### src/sv/upd_pkg.sv
package upd_pkg;

   localparam int INTERVAL_BITS = 17;
   localparam int WIDTH_BITS    = 15;
   localparam int TRIGGER_BITS  = 8;
   localparam int HITS_BITS     = 3;
   localparam int ADDR_BITS     = 5;
   localparam int DATA_BITS     = 32;

   // Register indexes, taken from paddr[4:2].
   localparam logic [2:0] REG_INTERVAL = 3'd0;
   localparam logic [2:0] REG_TRIGGER  = 3'd1;
   localparam logic [2:0] REG_TIMEOUT  = 3'd2;
   localparam logic [2:0] REG_LOW_ECHO = 3'd3;
   localparam logic [2:0] REG_HIGH_ECHO = 3'd4;
   localparam logic [2:0] REG_HITS     = 3'd5;

   localparam logic [INTERVAL_BITS-1:0] INTERVAL_RESET = INTERVAL_BITS'(101000);
   localparam logic [TRIGGER_BITS-1:0]  TRIGGER_RESET  = TRIGGER_BITS'(10);
   localparam logic [WIDTH_BITS-1:0]    TIMEOUT_RESET  = WIDTH_BITS'(25000);
   localparam logic [WIDTH_BITS-1:0]    LOW_ECHO_RESET = WIDTH_BITS'(1177);
   localparam logic [WIDTH_BITS-1:0]    HIGH_ECHO_RESET = WIDTH_BITS'(2352);
   localparam logic [HITS_BITS-1:0]     HITS_RESET     = HITS_BITS'(3);

   typedef enum logic [2:0] {
      PH_WAIT = 3'd0,
      PH_TRIG = 3'd1,
      PH_PRE  = 3'd2,
      PH_RISE = 3'd3,
      PH_HIGH = 3'd4
   } phase_type;

endpackage

### src/sv/ultrasonic_presence_detector.sv
// Channel   Direction  Handshake              Payload
// req       in         req_valid / req_ready  req_echo_level
// rsp       out        rsp_valid / rsp_ready  rsp_trigger_level, rsp_detected,
//                                             rsp_measure_done, rsp_echo_width
// csr       in         psel / penable / pready  paddr, pwdata, prdata
//
// One item is accepted per cycle while the result register is free or being taken;
// each item passes from the input register into the result register.
// The whole tick update is one pass of logic between those two registers.
// Reset clears all control state and loads the register defaults.
// A stalled result holds in the result register; one more item waits in the
// input register, after which req_ready drops until rsp_ready returns.
module ultrasonic_presence_detector
   import upd_pkg::*;
(
   input  logic                  clock,
   input  logic                  reset,
   input  logic                  req_valid,
   output logic                  req_ready,
   input  logic                  req_echo_level,
   output logic                  rsp_valid,
   input  logic                  rsp_ready,
   output logic                  rsp_trigger_level,
   output logic                  rsp_detected,
   output logic                  rsp_measure_done,
   output logic [WIDTH_BITS-1:0] rsp_echo_width,
   input  logic                  psel,
   input  logic                  penable,
   input  logic                  pwrite,
   input  logic [ADDR_BITS-1:0]  paddr,
   input  logic [DATA_BITS-1:0]  pwdata,
   output logic [DATA_BITS-1:0]  prdata,
   output logic                  pready
);

   localparam logic [INTERVAL_BITS-1:0] IMAX = '1;
   localparam logic [WIDTH_BITS-1:0]    WMAX = '1;

   // Configuration registers.
   logic [INTERVAL_BITS-1:0] interval_ff;
   logic [TRIGGER_BITS-1:0]  trigger_ff;
   logic [WIDTH_BITS-1:0]    timeout_ff;
   logic [WIDTH_BITS-1:0]    low_echo_ff;
   logic [WIDTH_BITS-1:0]    high_echo_ff;
   logic [HITS_BITS-1:0]     hits_ff;
   logic                     csr_write;
   logic [2:0]               csr_index;

   // Pipeline control.
   logic in_valid_ff, in_valid_in;
   logic echo_ff;
   logic rsp_valid_ff, rsp_valid_in;
   logic out_free;
   logic move;

   // Measurement state.
   phase_type                phase_ff, phase_in;
   logic [INTERVAL_BITS-1:0] interval_count_ff, interval_count_in;
   logic [WIDTH_BITS-1:0]    phase_count_ff, phase_count_in;
   logic [WIDTH_BITS-1:0]    width_count_ff, width_count_in;
   logic [HITS_BITS-1:0]     hit_count_ff, hit_count_in;
   logic [WIDTH_BITS-1:0]    last_width_ff, last_width_in;
   logic                     trigger_out_ff, trigger_out_in;
   logic                     detected_ff, detected_in;
   logic                     done_ff, done_in;

   // Step logic.
   logic [INTERVAL_BITS-1:0] ivl;
   logic [TRIGGER_BITS-1:0]  tlen;
   logic [HITS_BITS-1:0]     need;
   logic [INTERVAL_BITS:0]   interval_next;
   logic                     start;
   logic                     trig_go;
   phase_type                echo_phase;
   logic                     echo_active;
   logic [WIDTH_BITS-1:0]    pc_base;
   logic [WIDTH_BITS:0]      elapsed;
   logic                     ended;
   logic                     timed_out;
   logic                     finished;
   logic [WIDTH_BITS-1:0]    finish_width;
   logic                     hit;
   logic [HITS_BITS-1:0]     hit_plus;
   logic                     det;

   // ---------------------------------------------------------------- csr port
   assign pready    = 1'b1;
   assign csr_write = psel && penable && pwrite && pready;
   assign csr_index = paddr[4:2];

   always_ff @(posedge clock) begin
      if (reset) begin
         interval_ff  <= INTERVAL_RESET;
         trigger_ff   <= TRIGGER_RESET;
         timeout_ff   <= TIMEOUT_RESET;
         low_echo_ff  <= LOW_ECHO_RESET;
         high_echo_ff <= HIGH_ECHO_RESET;
         hits_ff      <= HITS_RESET;
      end else if (csr_write) begin
         unique case (csr_index)
            REG_INTERVAL:  interval_ff  <= pwdata[INTERVAL_BITS-1:0];
            REG_TRIGGER:   trigger_ff   <= pwdata[TRIGGER_BITS-1:0];
            REG_TIMEOUT:   timeout_ff   <= pwdata[WIDTH_BITS-1:0];
            REG_LOW_ECHO:  low_echo_ff  <= pwdata[WIDTH_BITS-1:0];
            REG_HIGH_ECHO: high_echo_ff <= pwdata[WIDTH_BITS-1:0];
            REG_HITS:      hits_ff      <= pwdata[HITS_BITS-1:0];
            default: ;
         endcase
      end
   end

   always_comb begin
      unique case (csr_index)
         REG_INTERVAL:  prdata = DATA_BITS'(interval_ff);
         REG_TRIGGER:   prdata = DATA_BITS'(trigger_ff);
         REG_TIMEOUT:   prdata = DATA_BITS'(timeout_ff);
         REG_LOW_ECHO:  prdata = DATA_BITS'(low_echo_ff);
         REG_HIGH_ECHO: prdata = DATA_BITS'(high_echo_ff);
         REG_HITS:      prdata = DATA_BITS'(hits_ff);
         default:       prdata = '0;
      endcase
   end

   // ---------------------------------------------------------------- handshake
   assign out_free  = !rsp_valid_ff || rsp_ready;
   assign move      = in_valid_ff && out_free;
   assign req_ready = !in_valid_ff || out_free;

   assign in_valid_in  = (req_valid && req_ready) ? 1'b1 : (move ? 1'b0 : in_valid_ff);
   assign rsp_valid_in = move ? 1'b1 : (rsp_ready ? 1'b0 : rsp_valid_ff);

   always_ff @(posedge clock) begin
      if (reset) begin
         in_valid_ff  <= 1'b0;
         rsp_valid_ff <= 1'b0;
      end else begin
         in_valid_ff  <= in_valid_in;
         rsp_valid_ff <= rsp_valid_in;
      end
   end

   always_ff @(posedge clock) begin
      if (req_valid && req_ready) begin
         echo_ff <= req_echo_level;
      end
   end

   // ---------------------------------------------------------------- step flags
   // Zero-valued interval, trigger and hits registers behave as one.
   assign ivl  = (interval_ff == '0) ? INTERVAL_BITS'(1) : interval_ff;
   assign tlen = (trigger_ff == '0) ? TRIGGER_BITS'(1) : trigger_ff;
   assign need = (hits_ff == '0) ? HITS_BITS'(1) : hits_ff;

   assign interval_next = {1'b0, interval_count_ff} + (INTERVAL_BITS+1)'(1);
   assign start   = (phase_ff == PH_WAIT) && (interval_next >= {1'b0, ivl});
   assign trig_go = (phase_ff == PH_TRIG) && (phase_count_ff < WIDTH_BITS'(tlen));

   // The tick on which the trigger drops is already the first tick of the echo wait.
   assign echo_phase  = (phase_ff == PH_TRIG && !trig_go) ? PH_PRE : phase_ff;
   assign echo_active = !start && (echo_phase == PH_PRE || echo_phase == PH_RISE ||
                                   echo_phase == PH_HIGH);
   assign pc_base     = (phase_ff == PH_TRIG) ? '0 : phase_count_ff;
   assign elapsed     = {1'b0, pc_base} + (WIDTH_BITS+1)'(1);

   // A falling echo wins over a timeout on the same tick.
   assign ended     = echo_active && (echo_phase == PH_HIGH) && !echo_ff;
   assign timed_out = echo_active && !ended && (elapsed >= {1'b0, timeout_ff});
   assign finished  = ended || timed_out;

   // ---------------------------------------------------------------- next phase
   always_comb begin
      phase_in = phase_ff;
      if (start || trig_go) begin
         phase_in = PH_TRIG;
      end else if (finished) begin
         phase_in = PH_WAIT;
      end else begin
         unique case (echo_phase)
            PH_WAIT: phase_in = PH_WAIT;
            PH_TRIG: phase_in = PH_WAIT;
            PH_PRE:  phase_in = echo_ff ? PH_PRE : PH_RISE;
            PH_RISE: phase_in = echo_ff ? PH_HIGH : PH_RISE;
            PH_HIGH: phase_in = PH_HIGH;
            default: phase_in = PH_WAIT;
         endcase
      end
   end

   // ---------------------------------------------------------------- counters and outputs
   always_comb begin
      interval_count_in = interval_count_ff;
      phase_count_in    = phase_count_ff;
      width_count_in    = width_count_ff;
      finish_width      = ended ? width_count_ff : '0;
      hit_plus          = hit_count_ff + HITS_BITS'(1);
      hit               = ended && (finish_width >= low_echo_ff) &&
                          (finish_width <= high_echo_ff);
      det               = hit && (hit_plus >= need);
      hit_count_in      = hit_count_ff;
      last_width_in     = last_width_ff;

      if (start) begin
         interval_count_in = '0;
         phase_count_in    = WIDTH_BITS'(1);
      end else begin
         if (interval_count_ff != IMAX) begin
            interval_count_in = interval_count_ff + INTERVAL_BITS'(1);
         end
         if (trig_go) begin
            phase_count_in = phase_count_ff + WIDTH_BITS'(1);
         end else if (phase_ff == PH_TRIG) begin
            phase_count_in = '0;
            width_count_in = '0;
         end
         if (echo_active) begin
            if (echo_phase == PH_RISE && echo_ff) begin
               width_count_in = WIDTH_BITS'(1);
            end else if (echo_phase == PH_HIGH && echo_ff && width_count_ff != WMAX) begin
               width_count_in = width_count_ff + WIDTH_BITS'(1);
            end
            if (!finished) begin
               phase_count_in = elapsed[WIDTH_BITS-1:0];
            end
         end
      end

      if (finished) begin
         last_width_in = finish_width;
         if (hit) begin
            hit_count_in = det ? '0 : hit_plus;
         end else begin
            hit_count_in = '0;
         end
      end

      trigger_out_in = start || trig_go;
      detected_in    = finished && det;
      done_in        = finished;
   end

   always_ff @(posedge clock) begin
      if (reset) begin
         phase_ff          <= PH_WAIT;
         interval_count_ff <= '0;
         phase_count_ff    <= '0;
         width_count_ff    <= '0;
         hit_count_ff      <= '0;
         last_width_ff     <= '0;
      end else if (move) begin
         phase_ff          <= phase_in;
         interval_count_ff <= interval_count_in;
         phase_count_ff    <= phase_count_in;
         width_count_ff    <= width_count_in;
         hit_count_ff      <= hit_count_in;
         last_width_ff     <= last_width_in;
      end
   end

   always_ff @(posedge clock) begin
      if (move) begin
         trigger_out_ff <= trigger_out_in;
         detected_ff    <= detected_in;
         done_ff        <= done_in;
      end
   end

   assign rsp_valid         = rsp_valid_ff;
   assign rsp_trigger_level = trigger_out_ff;
   assign rsp_detected      = detected_ff;
   assign rsp_measure_done  = done_ff;
   assign rsp_echo_width    = last_width_ff;

endmodule

### config.mk
export PLATFORM = sky130hd
export DESIGN_NAME = ultrasonic_presence_detector
export DESIGN_NICKNAME = d
export VERILOG_FILES = /design/src/sv/upd_pkg.sv /design/src/sv/ultrasonic_presence_detector.sv
export SDC_FILE = /design/constraint.sdc
export NUM_CORES = 1
export LEC_CHECK = 0
export ABC_CLOCK_PERIOD_IN_PS = 4200
export CAP_MARGIN = 20
export CORE_MARGIN = 2
export CORE_UTILIZATION = 61
export DETAILED_ROUTE_END_ITERATION = 7
export DONT_BUFFER_PORTS = 1
export PLACE_DENSITY = 0.77
export SYNTH_ARGS = -nofsm -noshare
export SYNTH_HDL_FRONTEND = slang
export SYNTH_SLANG_ARGS = --single-unit
### constraint.sdc
create_clock -name clock -period 4.2 [get_ports clock]
set_input_delay 0.84 -clock clock [delete_from_list [all_inputs] [get_ports clock]]
set_output_delay 0.84 -clock clock [all_outputs]
set_load 0.005 [all_outputs]
==> metrics.md, run 1 <==
| Metric | Value |
|---|---|
| # IOs | `between 90 and 100` |
| Worst-margin pin slew | `just under 900 ps` |
| Area Overhead vs Synth | `6.79%` |
| Final wirelength | `26000 um` |
| VDD IR max | `roughly 0.3 mV` |
| Layout Nets | `1277` |
| Hold Path Stages | `2` |
| First-pass GRT wire length | `41300 um` |
| Count of state elements after synthesis | `between 100 and 150` |
| CP Cell Sequence | `or3b_1, and2_1, ha_1, nand3_1, xor2_1, nor2_1, ha_1, nor4_1, o211ai_1, o2111a_1, a2111oi_4, nand2b_1, or4_1, nand3_1` |
| Starting DRT DRC Count | `914` |
| Synth Area per Inst | `about 8 um^2` |
| Primary FF master, synth | `dfxtp_1` |
| Die area | `16500 um^2` |
| Root Driver | `clkbuf_16` |
| Critical Path RT | `between 4000 and 5000 ps` |
| Critical path capture point type | `register` |
| GRT overflow | `0` |
| Pleak | `between 4 and 5 nW` |
| Post-DP HPWL | `between 15000 and 20000 um` |
| Ys Warns | `0` |
| Synth Instances | `between 1000 and 1500` |
| Unrepaired setup endpoints after global routing | `false` |
| Starting Density | `between 60% and 70%` |
| Worst Path Max Fanout | `10` |
| Initial antenna violation count | `0` |
| Min cycle time layout | `3910 ps` |
| Max stage delay on crit path | `about 600 ps` |
| Critical path arrival | `4280 ps` |
| Startpoint types | `register` |
| Count of unique library cells instantiated by Yosys | `77` |
| Placer Congestion | `~0.92` |
| Setup Viol. Count Final | `0` |
| Leading area contributor after synthesis | `dfxtp_1` |
| DR WL/cell | `19.2 um` |
| DRC Markers | `0` |
| Seq/Total Area, Yosys | `between 30% and 40%` |
| Post-CTS resize count | `0` |
| Maxcap violations | `0` |
| Fin Setup TNS | `0 ps` |
| Die H | `128 um` |
| Leading cell types by total area after synthesis | `dfxtp_1 30%, ha_1 10%, nand2_1 6.0%, a21oi_1 4.9%, nor2_1 3.9%` |
| Top cell type's share of synthesized area | `a little under a third` |
| Share of layout cells above drive strength 1 | `~7.5%` |
| Post-route ant nets | `0` |
| Total Routing Usage GR | `between 30% and 40%` |
| Final Cell Area | `just over 10000 um^2` |
| TritonCTS Buffers | `17` |
| Hold crit path type | `register to register` |
| Dpl cells | `about 1300` |
| Reg2reg path depth | `14` |
| Final Cycle Share | `approximately 93%` |
| Num Clock Sinks | `about 150` |
| Port Buf Inserts | `0` |
| Final Hold Vio Count | `0` |
| Clock transition at the registers of the reported paths | `approximately 60 ps` |
| Slowest cell on the critical path | `a2111oi_4` |
| Post-CTS Repair Setup Buffers | `0` |
| Die X-Extent | `roughly 130 um` |
| Pin count of the biggest net entering global routing | `between 100 and 150` |
| Row Count | `45` |
| Synthesized area | `9430 um^2` |
| H-tree Lvls | `4` |
| Clock skew | `~12 ps` |
| Clock latency on the worst-skew pair | `around 430 ps` |
| Fillers | `approximately 1300` |
| F_max | `roughly 0.26 GHz` |
| Via density | `about 6.3` |
| Status | `finished, final reports clean` |
| ANT cells | `0` |
| Async set or reset register ratio after synthesis | `0%` |
| Hold buffer count at CTS | `0` |
| Power Total | `around 3.0 mW` |
| Critical path class | `register to register` |
| Power Density | `between 300 and 400 nW/um^2` |
| Placed Area | `~9500 um^2` |
| Max Slew Vio Count | `0` |
| Core region area | `about 15000 um^2` |
| Clock tree buffer depth | `2` |
| Post-synth EDFFs | `4` |
| Vias in the first global route | `just under 8000` |
| First-pass DRT Iterations | `6` |
| Total number of vias | `roughly 8600` |
| Fin cells | `~1400` |
| Max-slew headroom | `41.3%` |
| CTS tree | `done` |
-- cell families (layout without fill, tap and decap cells) --
family                     count (synthesis)  after routing  share of synthesized area (%)
and+or+nand+nor                          436            436                           22.9
AOI/OAI and AO/OA                        287            287                           20.7
buffers and inverters                    162            139                           7.71
DFF                                      147            147                           31.6
adders and majority gates                 78             78                           10.3
muxes                                     36             36                           3.98
xor gates and xnor gates                  28             28                           2.60
other                                      2             16                         0.0796
-- registers in the layout, summed over array words and instances, names as in the netlist --
register and cells:
rsp_echo_width 15, rsp_valid 1, in_valid_ff 1, interval_ff 17, interval_count_ff 17, rsp_detected 1, low_echo_ff 15, hits_ff 3
echo_ff 1, width_count_ff 15, phase_ff 3, high_echo_ff 15, rsp_measure_done 1, phase_count_ff 15, timeout_ff 15, hit_count_ff 3
trigger_ff 8, rsp_trigger_level 1
-- cells in the mapped netlist (17+ instances only) --
cell      number
a211o_1       26
a21oi_1       93
a22oi_1       19
and2_1        19
buf_4         20
clkbuf_1      40
dfxtp_1      143
ha_1          78
inv_1         81
mux2i_1       33
nand2_1      150
nand2b_1      17
nand3_1       47
nor2_1        99
o21ai_0       30
-- critical path, delay by kind of cell (launching register included) --
| family | cells | cell delay, ps |
|---|---|---|
| adder cells (fa/ha/maj) | 2 | 480 |
| flip-flops | 1 | 400 |
| AND/OR/NAND/NOR | 8 | 1870 |
| XOR/XNOR | 1 | 150 |
| AO/OA/AOI/OAI | 3 | 940 |
-- cell type report --
class                      count  area, um^2  share of cell area [%]
timing repair buffer          26         195                    1.94
clock inverter                13         114                    1.13
clock buffer                  19         453                    4.50
multi-input combinational    881        5790                    57.5
tap                          188         235                    2.33
sequential                   147        2980                    29.6
inverter                      81         304                    3.02
-- cells in the final DEF (no fill, tap or decap), types with 4 or more instances in the layout --
master / n
a211o_1: 26
a211oi_1: 8
a21o_1: 8
a21oi_1: 92
a22o_1: 11
a22oi_1: 19
a311oi_1: 6
a31oi_1: 7
a41oi_1: 5
and2_1: 19
and3_1: 15
and4_1: 9
buf_4: 26
clkbuf_16: 17
conb_1: 16
dfxtp_1: 143
edfxtp_1: 4
ha_1: 78
inv_1: 81
inv_6: 6
mux2i_1: 33
nand2_1: 150
nand2b_1: 17
nand3_1: 47
nand3b_1: 4
nand4_1: 13
nor2_1: 99
nor2b_1: 11
nor3_1: 15
nor4_1: 10
o211ai_1: 10
o21a_1: 5
o21ai_0: 30
o21bai_1: 4
o22ai_1: 14
o31ai_1: 6
o32ai_1: 7
or2_2: 6
xnor2_1: 14
xor2_1: 14
-- worst paths after layout --
| check | startpoint | endpoint | slack, ps |
|---|---|---|---|
| max | phase_ff[2] | phase_count_ff[12] | 290 |
| min | low_echo_ff[12] | low_echo_ff[12] | 460 |
| max reg2reg | phase_ff[2] | phase_count_ff[12] | 290 |
| min reg2reg | low_echo_ff[12] | low_echo_ff[12] | 460 |
-- metrics by stage --
| stage | hold slack (ps) | utilization, % | setup slack [ps] |
|---|---|---|---|
| 6_report | 458 | 66.5 | 291 |
| 5_1_grt | 474 | 66.5 | 22.7 |
| 4_1_cts | 452 | 66.5 | 76.6 |
| 3_3_place_gp | 437 | 62.7 | 277 |
| 2_1_floorplan | 436 | - | 577 |
| 3_5_place_dp | 443 | 62.7 | 203 |
-- power by group --
part	switching (mW)	internal [mW]	total, mW
sequential	0.0134	1.41	1.43
combinational	0.0853	0.0508	0.136
clock	0.664	0.808	1.47
total	0.762	2.27	3.03
-- routing by layer --
metal  global-route usage (%)  vias up  wire length, um
li1                         -     4131                -
met1                     42.6     3992            11200
met2                     49.9      379            11700
met3                     7.40       72             2190
met4                     14.0        0              996
met5                        0        -                0
Power figures use the tool's default switching activity.
==> inputs of run 2 (changes only) <==
CORE_MARGIN = 3   (was 2)
CORE_UTILIZATION = 35   (was 61)
PLACE_DENSITY = 0.55   (was 0.77)
==> run 2 against run 1 <==
Critical path depth fell by 3; highest routed layer unchanged; count of clock-buffer cells in the layout did not move; power rose by 2.8%.
==> metrics.md, run 2 (same netlist as run 1, synthesis figures left out) <==
| Metric | Value |
|---|---|
| Status | `finished, final reports clean (unchanged)` |
| Core region area | `26300 um^2 (was 15100 um^2)` |
| Initial antenna violation count | `0 (unchanged)` |
| Hold Path Stages | `2 (unchanged)` |
| Min cycle time layout | `3890 ps (was 3910 ps)` |
| Setup Viol. Count Final | `0 (unchanged)` |
| DR WL/cell | `18.9 um (was 19.2 um)` |
| VDD IR max | `0.197 mV (was 0.299 mV)` |
| Largest registers | `interval_count_ff x17, interval_ff x17 (unchanged)` |
| Power Density | `302 nW/um^2 (was 301 nW/um^2)` |
| Commonest cells after routing, fill and taps aside | `150 x nand2_1, 143 x dfxtp_1, 99 x nor2_1, 92 x a21oi_1, 81 x inv_1 (unchanged)` |
| Vias in the first global route | `7605 (was 7896)` |
| Critical path capture point type | `register (unchanged)` |
| First-pass GRT wire length | `44600 um (was 41300 um)` |
| Reg2reg path depth | `11 (was 14)` |
| CTS tree | `done (unchanged)` |
| Layout Nets | `1283 (was 1277)` |
| Clock transition at the registers of the reported paths | `70 ps (was 60 ps)` |
| Total number of vias | `8318 (was 8574)` |
| Maxcap violations | `0 (unchanged)` |
| Num Clock Sinks | `147 (unchanged)` |
| Post-DP HPWL | `21400 um (was 19100 um)` |
| Fillers | `2721 (was 1297)` |
| F_max | `0.257 GHz (was 0.256 GHz)` |
| Fin Setup TNS | `0 ps (unchanged)` |
| Final Cycle Share | `92.7% (was 93.1%)` |
| Critical Path RT | `4500 ps (was 4570 ps)` |
| Die area | `29000 um^2 (was 16500 um^2)` |
| Worst-margin pin slew | `933 ps (was 878 ps)` |
| Clock skew | `12.3 ps (was 11.9 ps)` |
| Area Overhead vs Synth | `9.44% (was 6.79%)` |
| Post-CTS Repair Setup Buffers | `0 (unchanged)` |
| Worst Hold Endpoint | `high_echo_ff[2] (was low_echo_ff[12])` |
| # IOs | `98 (unchanged)` |
| Critical path arrival | `4200 ps (was 4280 ps)` |
| Flop-to-flop setup slack | `310 ps (was 290 ps)` |
| Hold crit path type | `register to register (unchanged)` |
| Clock tree buffer depth | `2 (unchanged)` |
| TritonCTS Buffers | `17 (unchanged)` |
| First-pass DRT Iterations | `5 (was 6)` |
| Hold Path Origin | `high_echo_ff[2] (was low_echo_ff[12])` |
| Via density | `5.52 (was 6.33)` |
| Startpoint types | `register (unchanged)` |
| Final wirelength | `28600 um (was 26000 um)` |
| Max Slew Vio Count | `0 (unchanged)` |
| Critical path class | `register to register (unchanged)` |
| Die H | `170 um (was 128 um)` |
| Pin count of the biggest net entering global routing | `125 (unchanged)` |
| Clock latency on the worst-skew pair | `430 ps (about the same)` |
| Starting Density | `35.9% (was 62.3%)` |
| Post-route ant nets | `0 (unchanged)` |
| Critical R2R Launch | `phase_count_ff[3] (was phase_ff[2])` |
| Total Routing Usage GR | `19.7% (was 32.0%)` |
| Port Buf Inserts | `0 (unchanged)` |
| Max-slew headroom | `37.6% (was 41.3%)` |
| DRC Markers | `0 (unchanged)` |
| Root Driver | `clkbuf_16 (unchanged)` |
| Final Hold Vio Count | `0 (unchanged)` |
| GRT overflow | `0 (unchanged)` |
| Starting DRT DRC Count | `819 (was 914)` |
| Share of layout cells above drive strength 1 | `7.93% (was 7.54%)` |
| Row Count | `59 (was 45)` |
| Most common cell after layout, fill and taps aside | `nand2_1 (unchanged)` |
| ANT cells | `0 (unchanged)` |
| Placer Congestion | `0.871 (was 0.917)` |
| Min Hold Slack | `456 ps (was 458 ps)` |
| H-tree Lvls | `4 (unchanged)` |
| Pleak | `4.06 nW (was 4.02 nW)` |
| Worst Path Max Fanout | `9 (was 10)` |
| Worst R2R End | `phase_count_ff[10] (was phase_count_ff[12])` |
| Die X-Extent | `170 um (was 128 um)` |
| Unrepaired setup endpoints after global routing | `false (unchanged)` |
[run 2: cell count changes in the layout (fill, tap and decap cells not counted), sizes merged]
cell	delta
buf	+6
bufinv	+1
clkinv	-2
clkinvlp	+1
[run 2: worst max-delay path, stage by stage, from the launching register on]
cell and delay (ps):
dfxtp_1 580, and4_1 310, and3_1 240, nand3_1 180, o31ai_1 430, ha_1 320, and3_1 200, a211o_1 330
a2111oi_4 560, nor2_1 140, a21oi_1 340, o21ai_0 130
[run 2: what timing repair did]
action | in CTS | in global routing
hold buffers | 0 | 0
endpoints found under the setup margin | 0 | 12
resized for setup | 0 | 1
[run 2: final cells by class]
cell class | instances | area [um^2] | area share, %
Sequential cell | 147 | 2980 | 28.9
Clock inverter | 13 | 140 | 1.36
Clock buffer | 19 | 453 | 4.39
Multi-Input combinational cell | 881 | 5790 | 56.0
Tap cell | 335 | 419 | 4.06
Inverter | 81 | 304 | 2.94
Timing Repair Buffer | 32 | 240 | 2.33
[run 2: worst max path at each step]
stage                    startpoint                   end  cells after the start
6_report          phase_count_ff[3]    phase_count_ff[10]                     11
5_1_grt           phase_count_ff[3]    phase_count_ff[10]                     15
2_1_floorplan           phase_ff[1]     phase_count_ff[4]                     15
4_1_cts        interval_count_ff[3]  interval_count_ff[0]                     14
3_5_place_dp   interval_count_ff[3]  interval_count_ff[0]                     14
3_3_place_gp   interval_count_ff[3]  interval_count_ff[0]                     14
[run 2: per-layer routing]
layer / global-route usage (%) / share of wire, %
met1: 27.8 / 47
met2: 30.3 / 45
met3: 3.69 / 5.4
met4: 6.38 / 2.4
met5: 0 / 0
[run 2: power breakdown]
group          leakage [nW]  internal (mW)  total [mW]  switching [mW]
sequential             1.19           1.41        1.42          0.0133
clock                 0.287          0.871        1.55           0.683
combinational          2.58         0.0516       0.139          0.0875
[run 2: through the flow]
stage / total power [mW] / util (%) / setup WS [ps] / instance area (um^2) / cells
after global routing: 3.23 / 39.3 / 82.1 / 10300 / 1508
after floorplan: 1.59 / - / 577 / 9490 / 1190
final: 3.12 / 39.3 / 306 / 10300 / 1508
after detailed placement: 1.59 / 37.0 / 168 / 9730 / 1476
after CTS: 3.15 / 39.3 / 157 / 10300 / 1508
after global placement: 1.59 / 37.0 / 211 / 9730 / 1476
==> inputs of run 3 (changes only) <==
ABC_CLOCK_PERIOD_IN_PS = 4140   (was 4200)
clock period = 4.14 ns   (was 4.2 ns; I/O delays follow)
==> run 3 against run 2 <==
Worst hold slack improved by 2.0 ps; largest cell class unchanged; die area unchanged; critical endpoint is now phase_count_ff[3]; worst setup slack got worse by 13 ps; sequential power about the same; highest routed layer unchanged; utilization grew 0.10 points; clock power is 6% higher; critical path type unchanged.
==> metrics.md, run 3 (same netlist as run 1, synthesis figures left out) <==
| Metric | Value |
|---|---|
| Status | `finished, final reports clean (unchanged)` |
| Reg area | `2980 um^2 (unchanged)` |
| Critical path arrival | `4140 ps (was 4200 ps)` |
| Max-slew headroom | `37.0% (was 37.6%)` |
| Unrepaired setup endpoints after global routing | `false (unchanged)` |
| Num Clock Sinks | `147 (unchanged)` |
| ANT cells | `0 (unchanged)` |
| H-tree Lvls | `4 (unchanged)` |
| Starting DRT DRC Count | `692 (was 819)` |
| Hold crit path type | `register to register (unchanged)` |
| Worst R2R End | `phase_count_ff[3] (was phase_count_ff[10])` |
| Worst Hold Endpoint | `low_echo_ff[12] (was high_echo_ff[2])` |
| Critical path class | `register to register (unchanged)` |
| Final wirelength | `28700 um (was 28600 um)` |
| Worst Path Max Fanout | `9 (unchanged)` |
| # IOs | `98 (unchanged)` |
| Final Hold Vio Count | `0 (unchanged)` |
| Fin cells | `1508 (unchanged)` |
| Multi-input logic area | `5790 um^2 (unchanged)` |
| Total number of vias | `8323 (was 8318)` |
| Max Slew Vio Count | `0 (unchanged)` |
| Setup Viol. Count Final | `0 (unchanged)` |
| Critical Path RT | `4430 ps (was 4500 ps)` |
| Critical path capture point type | `register (unchanged)` |
| Hold Path Stages | `2 (unchanged)` |
| Via density | `5.52 (about the same)` |
| F_max | `0.260 GHz (was 0.257 GHz)` |
| Starting Density | `35.9% (unchanged)` |
| Reg2reg path depth | `12 (was 11)` |
| Clock skew | `9.88 ps (was 12.3 ps)` |
| Clock tree buffer depth | `2 (unchanged)` |
| DR WL/cell | `19.1 um (was 18.9 um)` |
| Port Buf Inserts | `0 (unchanged)` |
| First-pass GRT wire length | `44900 um (was 44600 um)` |
| Placer Congestion | `0.872 (was 0.871)` |
| Die area | `29000 um^2 (unchanged)` |
| VDD IR max | `0.265 mV (was 0.197 mV)` |
| Flop-to-flop setup slack | `290 ps (was 310 ps)` |
| Core region area | `26300 um^2 (unchanged)` |
| Die H | `170 um (unchanged)` |
| Hold Path Origin | `low_echo_ff[12] (was high_echo_ff[2])` |
| Post-route setup slack | `293 ps (was 306 ps)` |
| Startpoint types | `register (unchanged)` |
| Commonest cells after routing, fill and taps aside | `150 x nand2_1, 143 x dfxtp_1, 99 x nor2_1, 92 x a21oi_1, 81 x inv_1 (unchanged)` |
| Post-DP HPWL | `21400 um (about the same)` |
| Share of layout cells above drive strength 1 | `7.93% (unchanged)` |
| Largest registers | `interval_count_ff x17, interval_ff x17 (unchanged)` |
| Total Routing Usage GR | `19.8% (was 19.7%)` |
| Initial antenna violation count | `0 (unchanged)` |
| Clock transition at the registers of the reported paths | `70 ps (about the same)` |
| Pleak | `4.08 nW (was 4.06 nW)` |
| Setup slack at placement | `132 ps (was 168 ps)` |
| Worst-margin pin slew | `942 ps (was 933 ps)` |
| Clock latency on the worst-skew pair | `430 ps (about the same)` |
| Fillers | `2710 (was 2721)` |
| Final Cycle Share | `92.9% (was 92.7%)` |
| Area Overhead vs Synth | `9.73% (was 9.44%)` |
| Fin Setup TNS | `0 ps (unchanged)` |
| Layout Nets | `1284 (was 1283)` |
| Post-CTS Repair Setup Buffers | `0 (unchanged)` |
| Post-route ant nets | `0 (unchanged)` |
| GRT overflow | `0 (unchanged)` |
| Power Density | `313 nW/um^2 (was 302 nW/um^2)` |
| Vias in the first global route | `7714 (was 7605)` |
| Pin count of the biggest net entering global routing | `125 (unchanged)` |
| Row Count | `59 (unchanged)` |
| DRC Markers | `0 (unchanged)` |
| TritonCTS Buffers | `17 (unchanged)` |
| Dpl cells | `1477 (was 1476)` |
| Die X-Extent | `170 um (unchanged)` |
| Root Driver | `clkbuf_16 (unchanged)` |
| Critical R2R Launch | `phase_count_ff[3] (unchanged)` |
| CTS tree | `done (unchanged)` |
| Most common cell after layout, fill and taps aside | `nand2_1 (unchanged)` |
| Maxcap violations | `0 (unchanged)` |
| First-pass DRT Iterations | `5 (unchanged)` |
| Min cycle time layout | `3850 ps (was 3890 ps)` |
[run 3: cell types whose count changed in the layout (fill, tap and decap cells not counted), sizes merged]
cell / delta
clkbuf: -1
inv: -2
buf: +1
bufinv: +2
[run 3: worst max path at each step]
stage                          from                     to  slack, ps  depth (start not counted)
2_1_floorplan           phase_ff[1]      phase_count_ff[4]        520                         15
3_3_place_gp   interval_count_ff[4]   interval_count_ff[0]        210                         14
3_5_place_dp   interval_count_ff[3]   interval_count_ff[0]        130                         14
4_1_cts        interval_count_ff[3]   interval_count_ff[0]        110                         14
5_1_grt        interval_count_ff[3]  interval_count_ff[13]         50                         15
6_report          phase_count_ff[3]      phase_count_ff[3]        290                         12
[run 3: final cells by class]
class                   count  area share, %
multi-input cells         881           55.9
flip-flops and latches    147           28.8
clock buffers              18           4.24
well taps                 335           4.05
inverters                  81           2.94
repair buffers             33           2.39
clock inverters            13           1.68
[run 3: metal layers]
metal	part of all wire, %	up-vias	track usage [%]
met2	44	236	30.0
met4	2.9	0	6.63
li1	-	4145	-
met5	0	-	0
met1	47	3898	27.9
met3	6.1	44	4.37
[run 3: what timing repair did]
| action | in CTS | in global routing |
|---|---|---|
| hold buffers | 0 | 0 |
| setup endpoints to repair | 0 | 12 |
| resized for setup | 0 | 1 |
[run 3: power by group]
group / switching, mW / internal [mW] / total (mW)
registers: 0.0133 / 1.43 / 1.45
logic: 0.0888 / 0.0524 / 0.141
clock network: 0.674 / 0.975 / 1.65
total: 0.776 / 2.46 / 3.24
[run 3: critical path, cell delays in order (launching register included)]
cell and delay (ps):
dfxtp_1 560, and4_1 300, and3_1 250, nand3_1 190, o31ai_1 480, ha_1 330, and3_1 210, a211o_1 340
a2111oi_4 290, buf_4 210, nor2_1 60, o311ai_0 360, a211oi_1 130
[run 3: stage by stage]
step	hold WS [ps]	util [%]	power [mW]	cell area, um^2
final	458	39.4	3.24	10400
after global routing	471	39.4	3.34	10400
after CTS	452	39.4	3.26	10300
after detailed placement	442	37.0	1.62	9740
after global placement	438	37.0	1.62	9740
after floorplan	436	-	1.61	9490
